$ cat src/rtl/qrs_pkg.sv
// ----------------------------------------------------------------------------
// qrs_pkg: shared types and constants of the quadratic root solver
// Holds the fixed datapath widths, the status codes and the sideband words
// that travel beside the square root and divider cell rows.
// ----------------------------------------------------------------------------
package qrs_pkg;

    // Coefficient width, signed Q16.16
    localparam int COEF_W = 32;
    // Output root width, signed Q32.16, and the miss distance width
    localparam int ROOT_W = 48;
    localparam int MISS_W = 47;

    // Discriminant, square root remainder and root widths
    localparam int SQ_DW    = 66;
    localparam int SQ_RW    = 35;
    localparam int SQ_QW    = 33;
    localparam int SQ_STEPS = 33;

    // Divisor 2|a| and numerator magnitude |-b +/- sqrt(D)|
    localparam int DEN_W = 33;
    localparam int MAG_W = 34;

    // Result status codes
    typedef enum logic [1:0] {
        ST_NONE   = 2'd0,
        ST_DOUBLE = 2'd1,
        ST_TWO    = 2'd2,
        ST_AZERO  = 2'd3
    } t_status;

    // Sideband beside the square root row
    typedef struct packed {
        logic                     vld;
        t_status                  status;
        logic signed [COEF_W-1:0] b;
        logic                     a_neg;
        logic [DEN_W-1:0]         den;
    } t_sq_side;

    // Sideband beside the divider rows
    typedef struct packed {
        logic             vld;
        t_status          status;
        logic [DEN_W-1:0] den;
        logic             neg_p;
        logic             neg_m;
    } t_dv_side;

endpackage

$ cat src/rtl/qrs_sqrt_cell.sv
// ----------------------------------------------------------------------------
// qrs_sqrt_cell: one digit step of the integer square root
// Takes the next bit pair of the radicand, tries the subtraction and hands
// radicand, remainder and partial root on to the next cell.
// ----------------------------------------------------------------------------
module qrs_sqrt_cell
    import qrs_pkg::*;
(
    input  logic             i_clk,
    input  logic             i_en,
    input  logic [SQ_DW-1:0] i_d,
    input  logic [SQ_RW-1:0] i_rem,
    input  logic [SQ_QW-1:0] i_root,
    output logic [SQ_DW-1:0] o_d,
    output logic [SQ_RW-1:0] o_rem,
    output logic [SQ_QW-1:0] o_root
);

    logic [SQ_RW+1:0] w_rem;
    logic [SQ_RW+1:0] w_trial;
    logic             w_ge;

    // Bring down the next pair and compare against 4*root+1
    assign w_rem   = {i_rem, i_d[SQ_DW-1 -: 2]};
    assign w_trial = (SQ_RW+2)'({i_root, 2'b01});
    assign w_ge    = (w_rem >= w_trial);

    // Advance one digit
    always_ff @(posedge i_clk) begin
        if (i_en) begin
            o_d    <= {i_d[SQ_DW-3:0], 2'b00};
            o_rem  <= w_ge ? SQ_RW'(w_rem - w_trial) : SQ_RW'(w_rem);
            o_root <= {i_root[SQ_QW-2:0], w_ge};
        end
    end

endmodule

$ cat config.mk
export PLATFORM = sky130hd
export DESIGN_NAME = qrs_sqrt_cell
export DESIGN_NICKNAME = d
export VERILOG_FILES = /design/src/rtl/qrs_pkg.sv /design/src/rtl/qrs_sqrt_cell.sv
export SDC_FILE = /design/constraint.sdc
export NUM_CORES = 1
export LEC_CHECK = 0
export BUFFER_PORTS_ARGS = -buffer_cell sky130_fd_sc_hd__buf_2
export CAP_MARGIN = 5
export CORE_ASPECT_RATIO = 0.5
export CORE_MARGIN = 3
export CORE_UTILIZATION = 49
export DETAILED_ROUTE_END_ITERATION = 8
export GPL_ROUTABILITY_DRIVEN = 0
export GPL_TIMING_DRIVEN = 0
export PLACE_DENSITY = 0.81
export SETUP_SLACK_MARGIN = 0.15
export SLEW_MARGIN = 20
export SYNTH_ARGS = -nofsm -noshare
export SYNTH_HDL_FRONTEND = slang
export SYNTH_SLANG_ARGS = --single-unit
$ cat constraint.sdc
create_clock -name i_clk -period 3.5 [get_ports i_clk]
set_input_delay 0.175 -clock i_clk [delete_from_list [all_inputs] [get_ports i_clk]]
set_output_delay 0.175 -clock i_clk [all_outputs]
set_load 0.02 [all_outputs]
**Word-level counts from Yosys, hierarchy flattened**

Cells that the tools add are included.

- Equal/unequal tests: 0
- Magnitude comparators: 1
- Divide/modulo/power cells: 0
- Shifts and indexed selects: 0
- Add/sub/neg operators: 1
- Mux-type cells: 1
- Bitwise operators: 0
- Reduce and logical (&&, ||, !) cells: 0
- $mul: 0

Operators with widths:

| cell | number |
|---|---|
| >= comparator 37 x 35 -> 1 bit | 1 |
| two-way mux 35 bit | 1 |
| subtractor 35 bit | 1 |

- Memories: 0
- Input bits: 136
- Latch bits: 0
- Register bits after elaboration: 132
- Output and inout bits: 134
- Memory bits (read-only): 0
- Word-level logic and storage cells: 6
- Bits in writable memories: 0

**Longest topological paths before layout**

- Depth after elaboration: 2
- Gate-level depth with buffers: 13
- Mapped depth without buffers: 10

**Worst setup path after synthesis**

OpenSTA, ideal clock, no wires.

- Path type: input -> register
- Start: input i_root[4]
- End: register o_rem[10], data pin
- Data required time: 3.240 ns
- Stages on the path: 12
- Library setup time: 0.260 ns
- Path buffers: 2
- Arrival: 2.497 ns
- Slack: 0.742 ns
- Path through: inv_1 -> ha_1 -> o21a_1 -> o211ai_2 -> a311oi_1 -> nor4_2 -> a2111oi_2 -> o21a_2 -> o211a_1 -> buf_6 -> buf_12 -> mux2_4

- Word-level cells in the longest chain between the ends: 2
- Elaborated cells on any way between the ends: 3
- Those cells by class: 1 x add/sub; 1 x order compare; 1 x mux

Ends and longest elaborated chain:

| item | RTL line | RTL |
|---|---|---|
| start: declaration | qrs_sqrt_cell.sv:13 | `input logic [SQ_QW-1:0] i_root,` |
| subtractor 35 bit or >= comparator 37 x 35 -> 1 bit (tied branches) | qrs_sqrt_cell.sv:32, qrs_sqrt_cell.sv:26 |  |
| two-way mux 35 bit (*) | qrs_sqrt_cell.sv:32 | `o_rem <= w_ge ? SQ_RW'(w_rem - w_trial) : SQ_RW'(w_rem);` |
| end signal: assignment | qrs_sqrt_cell.sv:32 |  |
| end: declaration | qrs_sqrt_cell.sv:15 | `output logic [SQ_RW-1:0] o_rem,` |

Every way passes the cells marked *; elsewhere a longest branch is shown, timed or not.
A chain may end at the register's enable or synchronous reset.

**Worst setup path after layout**

- Start: input i_root[2]
- End: register o_rem[17], data pin

Same word-level chain as after synthesis.

==> metrics.txt <==
clk sinks=~130; TritonRoute pass-1 iters=5; DIE HEIGHT=88.2 um; top cells by area, synth=edfxtp_1 60%, ha_1 6.6%, mux2_4 5.7%, a21o_1 2.9%, xnor2_1 2.5%; pin count of the biggest net entering global routing=90; fraction of registers with async set/reset=0%; status=finished, final reports clean; Top FF cell, synth=edfxtp_1; Syn Inst Count=488; CTS root buffer=clkbuf_16; Starting Density=51.2%; post-synth top area cell=edfxtp_1; final hold viol count=0; layout cells sized above 1=40.1%; CP Max Fanout=10; VDD IR max=approximately 0.00028 V; H-tree Lvls=4; fin crit period=3.21 ns; max-slew violation total from the final report=0; HP Class=primary input to register; Netlist cell types=57; DRC=0; crit path DAT=3.36 ns; first-pass GRT wire length=28400 um; via count=roughly 5500; Rows=29; #FFs+latches synth=approximately 130; Post-CTS Setup Bufs=0; via/cell ratio=5.21; FMAX=about 310 MHz; CTS tree=done; initial antenna violation count=1; final worst setup slack=0.294 ns; routed len/inst=17.7 um; post-place setup slack=around 0.21 ns; Worst-path clk slew=0.06 ns; core area=13000 um^2; Worst Setup Start Kind=primary input; share of the synthesized area in the top cell type=59.8%; total die area=15000 um^2; Pwr Density=501 nW/um^2; area grow syn2layout=47.9%; Initial DRC Count=approximately 380; IO Count=270; clock buffer depth=2; gr usage total=24.1%; CP Class=primary input to register; hold path cells=2; Final Cycle Share=between 90% and 100%; Final ANT Viol Nets=0; Ys Warns=0; Post-Syn Area per Cell=13.6 um^2; max cap viols=0; crit end category=register; die width=between 150 and 200 um; worst-margin pin slew=0.671 ns; count of final setup violators=0; placed cell count=927; hpwl dp=12400 um; total CTS buffers=17; overall power=0.00491 W; Worst EP required=3.65 ns; vias in the first global route=5497; diodes inserted=0; RSZ-0062 raised after global routing=false; sequential-to-total area share from yosys stat=between 50% and 60%; fill count=835; number of flops mapped to enable cells by yosys=132; worst rel slew slack=between 50% and 60%; Port Buf Inserts=267; final wirelength=18700 um; total gr overflow=0; setup TNS=0 ns; Cell Count, Final, Fillers Out=1055; Syn Std Cell Area=6630 um^2; leakage=4.50 nW; Nets=1043
## path summary, 6_finish.rpt
path	from	end	slack [ns]
worst max-delay path	i_root[2]	o_rem[17]$_DFFE_PP_	0.29
worst min-delay path	i_rem[8]	o_rem[10]$_DFFE_PP_	0.09
## cells in the mapped netlist (all sizes together), types with 2 or more instances
master   count
nor2        22
nand4        8
nand2b       2
clkbuf      10
or3          2
buf          8
o31a         2
nor2b        4
a211oi       2
a311oi       2
o21a         4
o21ai       13
or4          2
a2111oi      2
ha          35
a31oi        2
nand3        9
edfxtp     132
nand2       25
or2          2
mux2i        3
o211ai       3
xor2        14
xnor2       19
o21bai       3
o221ai       4
mux2        31
and3         4
a21oi       30
nor4         3
nor3         2
inv         41
a21o        26
a31o         4
## cell type report
cell class	count	area (um^2)	area share, %
flip-flops and latches	132	3960	40.4
multi-input cells	298	2440	24.9
repair buffers	364	2330	23.8
clock buffers	18	429	4.38
well taps	170	213	2.17
inverters	41	154	1.57
clock inverters	14	138	1.40
plain buffers	18	138	1.40
## cell families after synthesis
kind of cell               count (synthesis)  share of synthesized area [%]
DFF                                      132                           59.8
AOI/OAI and AO/OA                        107                           11.3
and+or+nand+nor                           87                           6.40
buffers and inverters                     59                           4.32
adders and majority gates                 35                           6.61
muxes                                     34                           7.14
xor gates and xnor gates                  33                           4.36
other                                      1                         0.0566
## flip-flops by register name, indices dropped and copies added, names as in the netlist
signal,count
o_d,64
o_root,33
o_rem,35
## per-stage QoR
stage	util [%]	hold WS [ns]	cell area [um^2]
6_report	75.7	0.0862	9800
5_1_grt	75.7	0.0741	9800
4_1_cts	75.2	0.0745	9740
3_5_place_dp	63.4	0.353	8210
3_3_place_gp	63.1	0.352	8180
2_1_floorplan	-	0.274	6630
## repair_timing
action,4_1_cts,5_1_grt
hold buffers,96,0
setup endpoints to repair,0,32
resized for setup,0,15
hold endpoints to repair,96,0
## cells in the final DEF (no fill, tap or decap), types with 3 or more instances in the layout
master / count
mux2_2: 6
dlygate4sd3_1: 96
clkbuf_2: 4
nor2_1: 22
buf_12: 3
inv_6: 9
clkbuf_1: 7
xnor2_1: 19
o21bai_1: 3
ha_1: 35
o221ai_1: 4
and3_1: 4
xor2_1: 14
edfxtp_1: 132
buf_2: 267
o21a_1: 3
nand3_1: 9
nand2_1: 25
a21o_1: 26
nand4_1: 8
a31o_2: 3
inv_1: 41
mux2i_1: 3
clkbuf_16: 17
o21ai_0: 12
mux2_4: 25
nor2b_1: 3
a21oi_1: 30
## where the power goes
group	internal (W)	total, W	switching [W]
registers	0.00194	0.00198	0.0000412
logic	0.000535	0.00120	0.000663
clock network	0.000998	0.00173	0.000727
## critical path, stage by stage
cell	delay (ns)
dlygate4sd3_1	0.52
buf_2	0.10
inv_1	0.03
ha_1	0.36
a21oi_1	0.30
a311oi_2	0.19
nor4_4	0.41
a2111oi_4	0.15
o21a_2	0.26
o211a_1	0.23
buf_6	0.15
buf_12	0.15
mux2_4	0.30
## per-layer routing
metal	track usage [%]	vias to the layer above	wire length, um
met5	0	-	13
met3	4.24	42	1130
met1	29.4	2605	7410
li1	-	2603	-
met2	44.1	244	9650
met4	8.02	2	482
No activity file was read; power rests on OpenSTA's default activity.
