===== config.mk =====
export PLATFORM = sky130hd
export DESIGN_NAME = qrs_div_cell
export DESIGN_NICKNAME = d
export VERILOG_FILES = /design/src/rtl/qrs_pkg.sv /design/src/rtl/qrs_div_cell.sv
export SDC_FILE = /design/constraint.sdc
export NUM_CORES = 1
export LEC_CHECK = 0
export BUFFER_PORTS_ARGS = -buffer_cell sky130_fd_sc_hd__clkbuf_2
export CAP_MARGIN = 20
export CELL_PAD_IN_SITES_DETAIL_PLACEMENT = 1
export CELL_PAD_IN_SITES_GLOBAL_PLACEMENT = 2
export CORE_MARGIN = 2
export CORE_UTILIZATION = 29
export CTS_CLUSTER_SIZE = 30
export DETAILED_ROUTE_END_ITERATION = 10
export GPL_ROUTABILITY_DRIVEN = 1
export GPL_TIMING_DRIVEN = 0
export PLACE_DENSITY_LB_ADDON = 0.1
export SYNTH_ARGS = -nofsm -noshare
export SYNTH_HDL_FRONTEND = slang
export SYNTH_SLANG_ARGS = --single-unit

===== constraint.sdc =====
create_clock -name i_clk -period 3.6 [get_ports i_clk]
set_input_delay 0.54 -clock i_clk [delete_from_list [all_inputs] [get_ports i_clk]]
set_output_delay 0.54 -clock i_clk [all_outputs]
set_load 0.005 [all_outputs]

===== src/rtl/qrs_pkg.sv =====
// ----------------------------------------------------------------------------
// qrs_pkg: shared types and constants of the quadratic root solver
// Holds the fixed datapath widths, the status codes and the sideband words
// that travel beside the square root and divider cell rows.
// ----------------------------------------------------------------------------
package qrs_pkg;

    // Coefficient width, signed Q16.16
    localparam int COEF_W = 32;
    // Output root width, signed Q32.16, and the miss distance width
    localparam int ROOT_W = 48;
    localparam int MISS_W = 47;

    // Discriminant, square root remainder and root widths
    localparam int SQ_DW    = 66;
    localparam int SQ_RW    = 35;
    localparam int SQ_QW    = 33;
    localparam int SQ_STEPS = 33;

    // Divisor 2|a| and numerator magnitude |-b +/- sqrt(D)|
    localparam int DEN_W = 33;
    localparam int MAG_W = 34;

    // Result status codes
    typedef enum logic [1:0] {
        ST_NONE   = 2'd0,
        ST_DOUBLE = 2'd1,
        ST_TWO    = 2'd2,
        ST_AZERO  = 2'd3
    } t_status;

    // Sideband beside the square root row
    typedef struct packed {
        logic                     vld;
        t_status                  status;
        logic signed [COEF_W-1:0] b;
        logic                     a_neg;
        logic [DEN_W-1:0]         den;
    } t_sq_side;

    // Sideband beside the divider rows
    typedef struct packed {
        logic             vld;
        t_status          status;
        logic [DEN_W-1:0] den;
        logic             neg_p;
        logic             neg_m;
    } t_dv_side;

endpackage


===== src/rtl/qrs_div_cell.sv =====
// ----------------------------------------------------------------------------
// qrs_div_cell: one bit step of restoring division
// Shifts the next dividend bit into the partial remainder, subtracts the
// divisor where it fits and shifts the quotient bit in.
// ----------------------------------------------------------------------------
module qrs_div_cell
    import qrs_pkg::*;
#(
    parameter int NUM_W = 50
) (
    input  logic             i_clk,
    input  logic             i_en,
    input  logic [NUM_W-1:0] i_num,
    input  logic [DEN_W-1:0] i_rem,
    input  logic [NUM_W-1:0] i_quo,
    input  logic [DEN_W-1:0] i_den,
    output logic [NUM_W-1:0] o_num,
    output logic [DEN_W-1:0] o_rem,
    output logic [NUM_W-1:0] o_quo
);

    logic [DEN_W:0] w_trial;
    logic           w_ge;

    // Try the subtraction on the extended remainder
    assign w_trial = {i_rem, i_num[NUM_W-1]};
    assign w_ge    = (w_trial >= {1'b0, i_den});

    // Advance one quotient bit
    always_ff @(posedge i_clk) begin
        if (i_en) begin
            o_num <= {i_num[NUM_W-2:0], 1'b0};
            o_rem <= w_ge ? DEN_W'(w_trial - {1'b0, i_den}) : DEN_W'(w_trial);
            o_quo <= {i_quo[NUM_W-2:0], w_ge};
        end
    end

endmodule


---- Yosys cells after proc, flatten, opt, wreduce, memory -nomap -nowiden ----
Index checks and enable logic that the tools add are counted.
storage, ports and cells
  register bits ........................... 132
  output and inout bits ................... 133
cells by class
  add/sub/neg operators ................... 1
  $lt $le $gt $ge ......................... 1
  multiplexer cells ....................... 1
operator list
  cell                                              number
  34-bit by 33-bit >= comparator with 1-bit output  1
  33-bit two-way mux                                1
  33-bit subtractor                                 1

---- Logic depth before layout (Yosys ltp) ----
Gate-level depths: netlist (run 1).
  word-level depth ........................ 2
  gate-level depth with buffers ........... 14

---- Worst setup path after synthesis (run 1) ----
No wires, ideal clock.
  kind .................................... input -> register
  from .................................... in i_num[49]
  to ...................................... reg o_rem[1], data pin
  arrival ................................. 2848 ps
  setup slack ............................. 492 ps
  stages .................................. 12
  buffers on the path ..................... 1
  cell sequence ........................... inv_1 -> ha_1 -> inv_1 -> fa_1 -> a21o_1 -> a221o_2 -> a21oi_2 -> o41a_4 -> o31ai_4 -> a41oi_2 -> buf_6 -> mux2_4
between the ends
  longest elaborated chain between the ends .. 2
ends and longest elaborated chain
  element                                                                                RTL line                                text
  start: declaration                                                                     qrs_div_cell.sv:13                      input logic [NUM_W-1:0] i_num,
  33-bit subtractor or 34-bit by 33-bit >= comparator with 1-bit output (tied branches)  qrs_div_cell.sv:33, qrs_div_cell.sv:27
  33-bit two-way mux (*)                                                                 qrs_div_cell.sv:33                      o_rem <= w_ge ? DEN_W'(w_trial - {1'b0, i_den}) : DEN_W'(w_trial);
  end signal: assignment                                                                 qrs_div_cell.sv:33
  end: declaration                                                                       qrs_div_cell.sv:18                      output logic [DEN_W-1:0] o_rem,
Mark *: on every way between the ends. The rest lies on a longest branch, timed or not.
A chain may end at the register's enable or synchronous reset.

---- Final worst setup path (run 1) ----
  from .................................... in i_num[49]
  to ...................................... reg o_rem[32], data pin
The elaborated chain is that of the path after synthesis.

==> results.tsv, run 1 <==
metric	value	unit
via_per_inst	4.63	
cts.clk_slew.worst_paths	0.08	ns
row_count	54	
postRouteAntennaNets	0	
wirelength	20300	um
grt_pass1_vias	5611	
min_delay_path_depth	1	
finalSetupViolations	0	
syn-instance-count	500	
startpoint_type	input port	
slew-limit-headroom	61.9	%
tritoncts	yes	
worst_slew_pin_slew	0.564	ns
critPathKind	input port to register	
post_dp_cell_area	8260	um^2
synth_flop_cell	edfxtp_1	
grtUsageTotal	17.7	%
grt_pass1_wl	32100	um
ys_seq_area_share	62.1	%
dp_hpwl	16400	um
cts_max_level	4	
ctsResizeCount	0	
crit_path_end_kind	register	
grt_use_met1	21.5	%
gr-total-overflow	0	
synth_nets	702	
ir_drop	0.000294	V
hold_class	input port to register	
ys.warnings.count	0	
post-cts-setup-buffers	0	
outcome	completed	
finalWeightedCongestion	0.817	
worstHoldStart	i_quo[24]	
die_y	152	um
wire_per_inst	18.3	um
port_buffers	298	
cap_violations	0	
async_reset_ff_share	0	%
fp.coreArea	21700	um^2
fin_area	8840	um^2
synth_top_area_share	62.1	%
dr.first_iter.drc_count	268	
dr.pass1.iters	4	
ys_seq_elements	132	
grt_use_met3	3.87	%
antenna_found_initial	0	
root_buffer	clkbuf_16	
finalWorstSetupSlack	0.305	ns
initial_core_util	29.4	%
grt_setup_unrepaired	no	
max_freq	0.304	GHz
fin_nets	1020	
numCtsBuffers	17	
syn_to_final_growth	38.6	%
drc_errors	0	
dp_slack	-0.146	ns
ctsLongestPathBuffers	2	
grtUsageMet2	30.8	%
num_vias	5153	
dieArea	23200	um^2
syn-cell-area	6380	um^2
slew_viol_final	0	
ys_types	53	
die_x	152	um
cts.sinks	132	
top_usage_layer	met2	
whs_endpoint	o_quo[25]$_DFFE_PP_	
grt_max_degree	103	
critPathRequiredTime	3.77	ns
avgSynthCellArea	12.8	um^2
arrival	3.46	ns
pin_count	301	
synth_area_leaders	edfxtp_1 62%, ha_1 6.5%, nand2_1 3.4%, a21oi_1 2.7%, inv_1 2.5%	
powerDensity	506	nW/um^2
p_leak	4.01	nW
fill_cells	2438	
drive_above_1_share	44.0	%
period_share	91.5	%
synth_edf_count	132	
period_needed	3.29	ns
hold_viol	0	
synth_area_leader_cell	edfxtp_1	
hold_buffers	0	
path_max_fanout	4	
whs	0.287	ns
==> sequential cells by signal, summed over array words and instances (netlist names) <==
register,flops
o_num,49
o_quo,50
o_rem,33
==> cell families (layout without fill, tap and decap cells) <==
group	after synthesis	in the layout	share of synthesized area (%)
AO/OA/AOI/OAI	136	136	15.0
flip-flops	132	132	62.1
AND/OR/NAND/NOR	109	109	7.67
buffers and inverters	59	390	4.26
adder cells (fa/ha/maj)	34	34	6.79
XOR/XNOR	28	28	3.84
other	1	2	0.0588
multiplexers	1	1	0.235
==> worst max path at each step <==
stage,start,end,slack [ns],cells after the start
after floorplan,i_num[49],o_rem[1]$_DFFE_PP_,0.49,12
after global placement,i_num[49],o_rem[32]$_DFFE_PP_,-0.11,13
after detailed placement,i_num[49],o_rem[32]$_DFFE_PP_,-0.15,13
after CTS,i_num[49],o_rem[32]$_DFFE_PP_,0.28,13
after global routing,i_num[49],o_rem[32]$_DFFE_PP_,0.07,13
final,i_num[49],o_rem[32]$_DFFE_PP_,0.31,13
==> power by group <==
part / internal, mW / leakage, nW / total, mW / switching [mW]
logic: 0.352 / 2.43 / 0.794 / 0.441
registers: 1.87 / 1.29 / 1.92 / 0.0414
clock network: 0.985 / 0.288 / 1.76 / 0.777
total: 3.21 / 4.01 / 4.47 / 1.26
==> cells in the final DEF, fill, tap and decap left out, types with 5 or more instances in the layout <==
| cell | instances |
|---|---|
| a21o_1 | 10 |
| a21oi_1 | 34 |
| and3_1 | 7 |
| buf_6 | 6 |
| clkbuf_1 | 8 |
| clkbuf_16 | 17 |
| clkbuf_2 | 297 |
| edfxtp_1 | 132 |
| ha_1 | 33 |
| inv_1 | 43 |
| inv_6 | 7 |
| nand2_1 | 58 |
| nand3_1 | 8 |
| nor2_1 | 15 |
| nor3_1 | 5 |
| o21ai_0 | 26 |
| o21ai_2 | 18 |
| o21bai_1 | 8 |
| o31ai_1 | 5 |
| xnor2_1 | 16 |
| xor2_1 | 12 |
==> cells in the mapped netlist (all sizes together) (4+ instances only) <==
cell / number
edfxtp: 132
nand2: 58
o21ai: 45
inv: 43
a21oi: 35
ha: 33
xnor2: 16
nor2: 15
xor2: 12
a21o: 11
buf: 8
clkbuf: 8
nand3: 8
o21bai: 8
and3: 7
o31ai: 6
nor3: 5
a211oi: 4
nand2b: 4
nor4: 4
o21a: 4
==> layout make-up <==
class | count | area, um^2 | share of cell area, %
Inverter | 43 | 161 | 1.83
Buffer | 16 | 110 | 1.25
Multi-Input combinational cell | 309 | 2140 | 24.3
Clock inverter | 15 | 158 | 1.78
Sequential cell | 132 | 3960 | 44.8
Antenna cell | 1 | 2.50 | 0.0283
Timing Repair Buffer | 299 | 1530 | 17.3
Clock buffer | 17 | 425 | 4.81
Tap cell | 280 | 350 | 3.96
==> critical path: stages <==
cell and delay (ns):
clkbuf_2 0.09, inv_1 0.06, ha_1 0.16, inv_1 0.05, fa_1 0.42, a21o_1 0.22, a221o_2 0.40, a211oi_1 0.31
o21ai_0 0.27, a21oi_1 0.37, o311ai_0 0.26, xnor2_1 0.21, o21ai_0 0.10
==> layer usage <==
layer  routed length (um)  up-vias
met5                    0        -
met4                  544        0
met3                 1160       26
met2                10100      186
met1                 8470     2450
li1                     -     2491
==> metrics by stage <==
| step | power [mW] | std cells | utilization, % | TNS [ns] |
|---|---|---|---|---|
| after global routing | 4.69 | 1111 | 40.8 | 0 |
| after CTS | 4.54 | 1111 | 40.8 | 0 |
| final | 4.47 | 1112 | 40.8 | 0 |
| after detailed placement | 2.76 | 1079 | 38.1 | -1.14 |
| after floorplan | 2.35 | 500 | - | 0 |
| after global placement | 2.75 | 1078 | 37.9 | -0.821 |
No activity file was read; power rests on OpenSTA's default activity.
==> run 2, diff against run 1 <==
Settings changed: CELL_PAD_IN_SITES_DETAIL_PLACEMENT 1 to unset, CELL_PAD_IN_SITES_GLOBAL_PLACEMENT 2 to unset, CORE_UTILIZATION 29 to 47, PLACE_DENSITY set to 0.81, PLACE_DENSITY_LB_ADDON 0.1 to unset.
==> run 2 against run 1 <==
Sequential cell count unchanged; final cell count decreased by 9.4%; wire length down 11%; die area down 37%; final area decreased by 1.2%; critical path type unchanged.
==> results.tsv, run 2 (synthesis gave the netlist of run 1 again) <==
metric	value	unit	change
outcome	completed		unchanged
post-cts-setup-buffers	0		unchanged
fp.coreArea	13200	um^2	was 21700 um^2
drc_errors	0		unchanged
period_share	87.3	%	was 91.5%
fin_nets	1020		unchanged
die_y	121	um	was 152 um
slowest_stage	fa_1		unchanged
drive_above_1_share	43.9	%	was 44.0%
wire_per_inst	18.0	um	was 18.3 um
worst_slew_pin_slew	0.524	ns	was 0.564 ns
p_leak	4.02	nW	was 4.01 nW
worstHoldStart	i_num[45]		was i_quo[24]
critical_path_buf_inv_count	3		unchanged
powerDensity	512	nW/um^2	was 506 nW/um^2
stdcell_count	1007		was 1112
critPathKind	input port to register		unchanged
path_max_fanout	4		unchanged
tritoncts	yes		unchanged
hold_viol	0		unchanged
tns	0	ns	unchanged
period_needed	3.14	ns	was 3.29 ns
whs_endpoint	o_num[46]$_DFFE_PP_		was o_quo[25]$_DFFE_PP_
max_freq	0.318	GHz	was 0.304 GHz
grt_max_degree	84		was 103
critPathRequiredTime	3.77	ns	about the same
pin_count	301		unchanged
finalSetupViolations	0		unchanged
via_per_inst	5.16		was 4.63
reg_top3	o_quo: 50 flops, o_num: 49 flops, o_rem: 33 flops		unchanged
ctsLongestPathBuffers	2		unchanged
dr.first_iter.drc_count	403		was 268
dieArea	14500	um^2	was 23200 um^2
startpoint_type	input port		unchanged
finalWeightedCongestion	0.889		was 0.817
cp_slowest_stage_delay	0.40	ns	was 0.42 ns
grt_setup_unrepaired	no		unchanged
ir_drop	0.000309	V	was 0.000294 V
syn_to_final_growth	36.9	%	was 38.6%
n_antenna_cell	0		was 1
grt_pass1_wl	27200	um	was 32100 um
dr.pass1.iters	4		unchanged
antenna_found_initial	2		was 0
power.total	4.47	mW	about the same
whs	0.294	ns	was 0.287 ns
die_x	121	um	was 152 um
cpLargestDelayFamily	compound AO/OA/AOI/OAI gates		unchanged
largest_register	o_quo		unchanged
root_buffer	clkbuf_16		unchanged
final_cell_mix	297 x clkbuf_2, 132 x edfxtp_1, 58 x nand2_1		unchanged
crit_path_end_kind	register		unchanged
grt_pass1_vias	5064		was 5611
slew-limit-headroom	64.7	%	was 61.9%
finalWorstSetupSlack	0.457	ns	was 0.305 ns
final_common_cell	clkbuf_2		unchanged
initial_core_util	48.2	%	was 29.4%
hold_buffers	0		unchanged
port_buffers	298		unchanged
cts.sinks	132		unchanged
row_count	42		was 54
largest_register_ffs	50		unchanged
arrival	3.31	ns	was 3.46 ns
numCtsBuffers	17		unchanged
crit_path_cell_trace	clkbuf_2 -> inv_1 -> ha_1 -> inv_1 -> fa_1 -> a21o_1 -> a221o_2 -> a211oi_1 -> o21ai_0 -> a21oi_1 -> o311ai_0 -> xnor2_1 -> o21ai_0		unchanged
num_vias	5201		was 5153
cts_max_level	4		unchanged
dp_slack	0.00314	ns	was -0.146 ns
postRouteAntennaNets	0		unchanged
hold_class	input port to register		unchanged
cap_violations	0		unchanged
cts.clk_slew.worst_paths	0.06	ns	was 0.08 ns
dp.cells	975		was 1079
dp_hpwl	14200	um	was 16400 um
min_delay_path_depth	1		unchanged
gr-total-overflow	0		unchanged
wirelength	18200	um	was 20300 um
grtUsageTotal	25.1	%	was 17.7%
ctsResizeCount	0		unchanged
slew_viol_final	0		unchanged
-- run 2: worst max-delay path by stage --
| stage | startpoint | to | slack [ns] | cells past startpoint |
|---|---|---|---|---|
| 6_report | i_num[49] | o_rem[32]$_DFFE_PP_ | 0.46 | 13 |
| 4_1_cts | i_num[49] | o_rem[5]$_DFFE_PP_ | 0.47 | 13 |
| 3_5_place_dp | i_num[49] | o_rem[32]$_DFFE_PP_ | 0.003 | 13 |
| 3_3_place_gp | i_num[49] | o_rem[32]$_DFFE_PP_ | 0.003 | 13 |
| 5_1_grt | i_num[49] | o_rem[32]$_DFFE_PP_ | 0.22 | 13 |
| 2_1_floorplan | i_num[49] | o_rem[1]$_DFFE_PP_ | 0.49 | 12 |
-- run 2: per-layer routing --
| layer | track usage (%) | wire, um | vias up |
|---|---|---|---|
| li1 | - | - | 2490 |
| met1 | 27.1 | 6660 | 2415 |
| met2 | 43.9 | 9250 | 244 |
| met3 | 9.15 | 1570 | 48 |
| met4 | 11.6 | 641 | 4 |
| met5 | 0 | 30 | - |
-- run 2: where the power goes --
group | leakage [nW] | total [mW] | internal [mW] | switching [mW]
combinational | 2.43 | 0.786 | 0.352 | 0.434
sequential | 1.29 | 1.92 | 1.88 | 0.0400
clock | 0.297 | 1.77 | 1.10 | 0.674
total | 4.02 | 4.47 | 3.33 | 1.15
-- run 2: per-stage QoR --
stage          cell area [um^2]  utilization [%]
6_report                   8730             65.9
2_1_floorplan              6380                -
3_5_place_dp               8130             61.4
3_3_place_gp               8090             61.1
4_1_cts                    8730             65.9
5_1_grt                    8730             65.9
-- run 2: layout make-up --
class / instances / area [um^2]
Sequential cell: 132 / 3960
Inverter: 43 / 161
Fill cell: 1029 / 4510
Tap cell: 176 / 220
Clock inverter: 14 / 176
Multi-Input combinational cell: 309 / 2140
Timing Repair Buffer: 299 / 1530
Clock buffer: 18 / 429
Buffer: 16 / 110
==> run 3, diff against run 2 <==
Settings changed: CORE_UTILIZATION 47 to 30, PLACE_DENSITY 0.81 to unset, SETUP_SLACK_MARGIN set to 0.15.
==> run 3 against run 2 <==
Non-clock buffer count stayed put; maximum frequency is 2.4% lower; die area rose by 55%; global-route usage decreased by 8.9 points; core utilization shrank 24 points; via count shrank 1.9%; worst setup slack lost 0.078 ns; wire length grew 5.4%; largest cell class unchanged.
==> results.tsv, run 3 (synthesis gave the netlist of run 1 again) <==
metric	value	unit	change
hold_class	input port to register		unchanged
n_antenna_cell	0		unchanged
ctsLongestPathBuffers	2		unchanged
dr.first_iter.drc_count	255		was 403
grt_pass1_vias	4883		was 5064
drc_errors	0		unchanged
final_common_cell	clkbuf_2		unchanged
pwr-share-clk	39.5	%	was 39.6%
wl_met3	1590	um	was 1570 um
dp_hpwl	15000	um	was 14200 um
hold_buffers	0		unchanged
period_needed	3.22	ns	was 3.14 ns
reg_top3	o_quo: 50 flops, o_num: 49 flops, o_rem: 33 flops		unchanged
pwr-share-seq	42.9	%	was 42.8%
largest_register	o_quo		unchanged
critPathKind	input port to register		unchanged
grt_max_degree	112		was 84
startpoint_type	input port		unchanged
tritoncts	yes		unchanged
via_per_inst	4.62		was 5.16
largest_register_ffs	50		unchanged
power.total	4.46	mW	was 4.47 mW
initial_core_util	30.4	%	was 48.2%
crit_path_end_kind	register		unchanged
cap_violations	0		unchanged
internal_power	3.27	mW	was 3.33 mW
num_vias	5104		was 5201
cts.clk_slew.worst_paths	0.07	ns	was 0.06 ns
wirelength	19100	um	was 18200 um
wire_per_inst	17.3	um	was 18.0 um
hold_viol	0		unchanged
wl_met1	7330	um	was 6660 um
powerDensity	505	nW/um^2	was 512 nW/um^2
switching_share	26.8	%	was 25.6%
fp.coreArea	21000	um^2	was 13200 um^2
top_layer	met5		unchanged
finalWeightedCongestion	0.816		was 0.889
p_leak	4.00	nW	was 4.02 nW
ir_drop	0.000253	V	was 0.000309 V
root_buffer	clkbuf_16		unchanged
outcome	completed		unchanged
syn_to_final_growth	38.7	%	was 36.9%
antenna_found_initial	1		was 2
slew-limit-headroom	58.4	%	was 64.7%
worstHoldStart	i_num[22]		was i_num[45]
dr.pass1.iters	4		unchanged
postRouteAntennaNets	0		unchanged
drive_above_1_share	44.2	%	was 43.9%
fin_nets	1020		unchanged
final_cell_mix	298 x clkbuf_2, 132 x edfxtp_1, 58 x nand2_1		was 297 x clkbuf_2, 132 x edfxtp_1, 58 x nand2_1
pin_count	301		unchanged
port_buffers	298		unchanged
startpoint	i_num[49]		unchanged
whs	0.297	ns	was 0.294 ns
grtUsageTotal	16.2	%	was 25.1%
arrival	3.38	ns	was 3.31 ns
worst_slew_pin_slew	0.616	ns	was 0.524 ns
row_count	53		was 42
grt_pass1_wl	27100	um	was 27200 um
grt_setup_unrepaired	no		unchanged
wl_met2	9870	um	was 9250 um
numCtsBuffers	17		unchanged
die_x	150	um	was 121 um
die_y	150	um	was 121 um
slew_viol_final	0		unchanged
path_max_fanout	4		unchanged
finalSetupViolations	0		unchanged
p_switching	1.20	mW	was 1.15 mW
cts_max_level	4		unchanged
critPathRequiredTime	3.76	ns	was 3.77 ns
gr-total-overflow	0		unchanged
p_comb_share	17.6	%	about the same
period_share	89.5	%	was 87.3%
max_freq	0.310	GHz	was 0.318 GHz
final_util	42.2	%	was 65.9%
dieArea	22400	um^2	was 14500 um^2
cts.sinks	132		unchanged
run 3: path summary, 6_finish.rpt:
kind / end / slack, ns / cells after the start
worst min-delay path: o_num[23]$_DFFE_PP_ / 0.30 / 1
worst max-delay path: o_rem[32]$_DFFE_PP_ / 0.38 / 13
run 3: final cells by class:
type                       count  area, um^2
tap                          275         344
inverter                      43         161
multi-input combinational    309        2150
buffer                        16         111
clock inverter                14         166
timing repair buffer         299        1530
sequential                   132        3960
fill                        2040       12100
clock buffer                  17         425
run 3: routing by layer:
metal / vias to the layer above / GRT usage, %
met2: 188 / 29.7
li1: 2487 / -
met4: 2 / 5.61
met5: - / 0
met1: 2407 / 17.9
met3: 20 / 4.60
run 3: worst max-delay path, stage by stage:
cell and delay [ns]:
clkbuf_2 0.09, inv_1 0.05, ha_1 0.15, inv_1 0.05
fa_1 0.41, a21o_1 0.24, a221o_2 0.40, a211oi_1 0.34
o21ai_1 0.24, a21oi_2 0.30, o311ai_0 0.26, xnor2_1 0.20
o21ai_0 0.10
run 3: power by group through the flow:
stage,clock network (mW),registers (mW),logic [mW]
6_report,1.77,1.91,0.785
5_1_grt,1.86,1.93,0.875
4_1_cts,1.81,1.92,0.800
3_5_place_dp,0,1.95,0.797
3_3_place_gp,0,1.95,0.785
2_1_floorplan,0,1.97,0.379
run 3: what timing repair did:
item | in CTS | in global routing
buffers inserted | 0 | 0
gates resized for setup | 0 | 4
setup endpoints to repair | 0 | 4
hold endpoints to repair | 0 | 0
run 3: per-stage QoR:
step | std cells | worst slack [ns] | area, um^2 | TNS (ns)
2_1_floorplan | 500 | 0.492 | 6380 | 0
3_3_place_gp | 1073 | -0.227 | 8220 | -1.31
3_5_place_dp | 1074 | -0.226 | 8250 | -1.51
4_1_cts | 1105 | 0.175 | 8840 | 0
5_1_grt | 1105 | 0.254 | 8850 | 0
6_report | 1105 | 0.379 | 8850 | 0
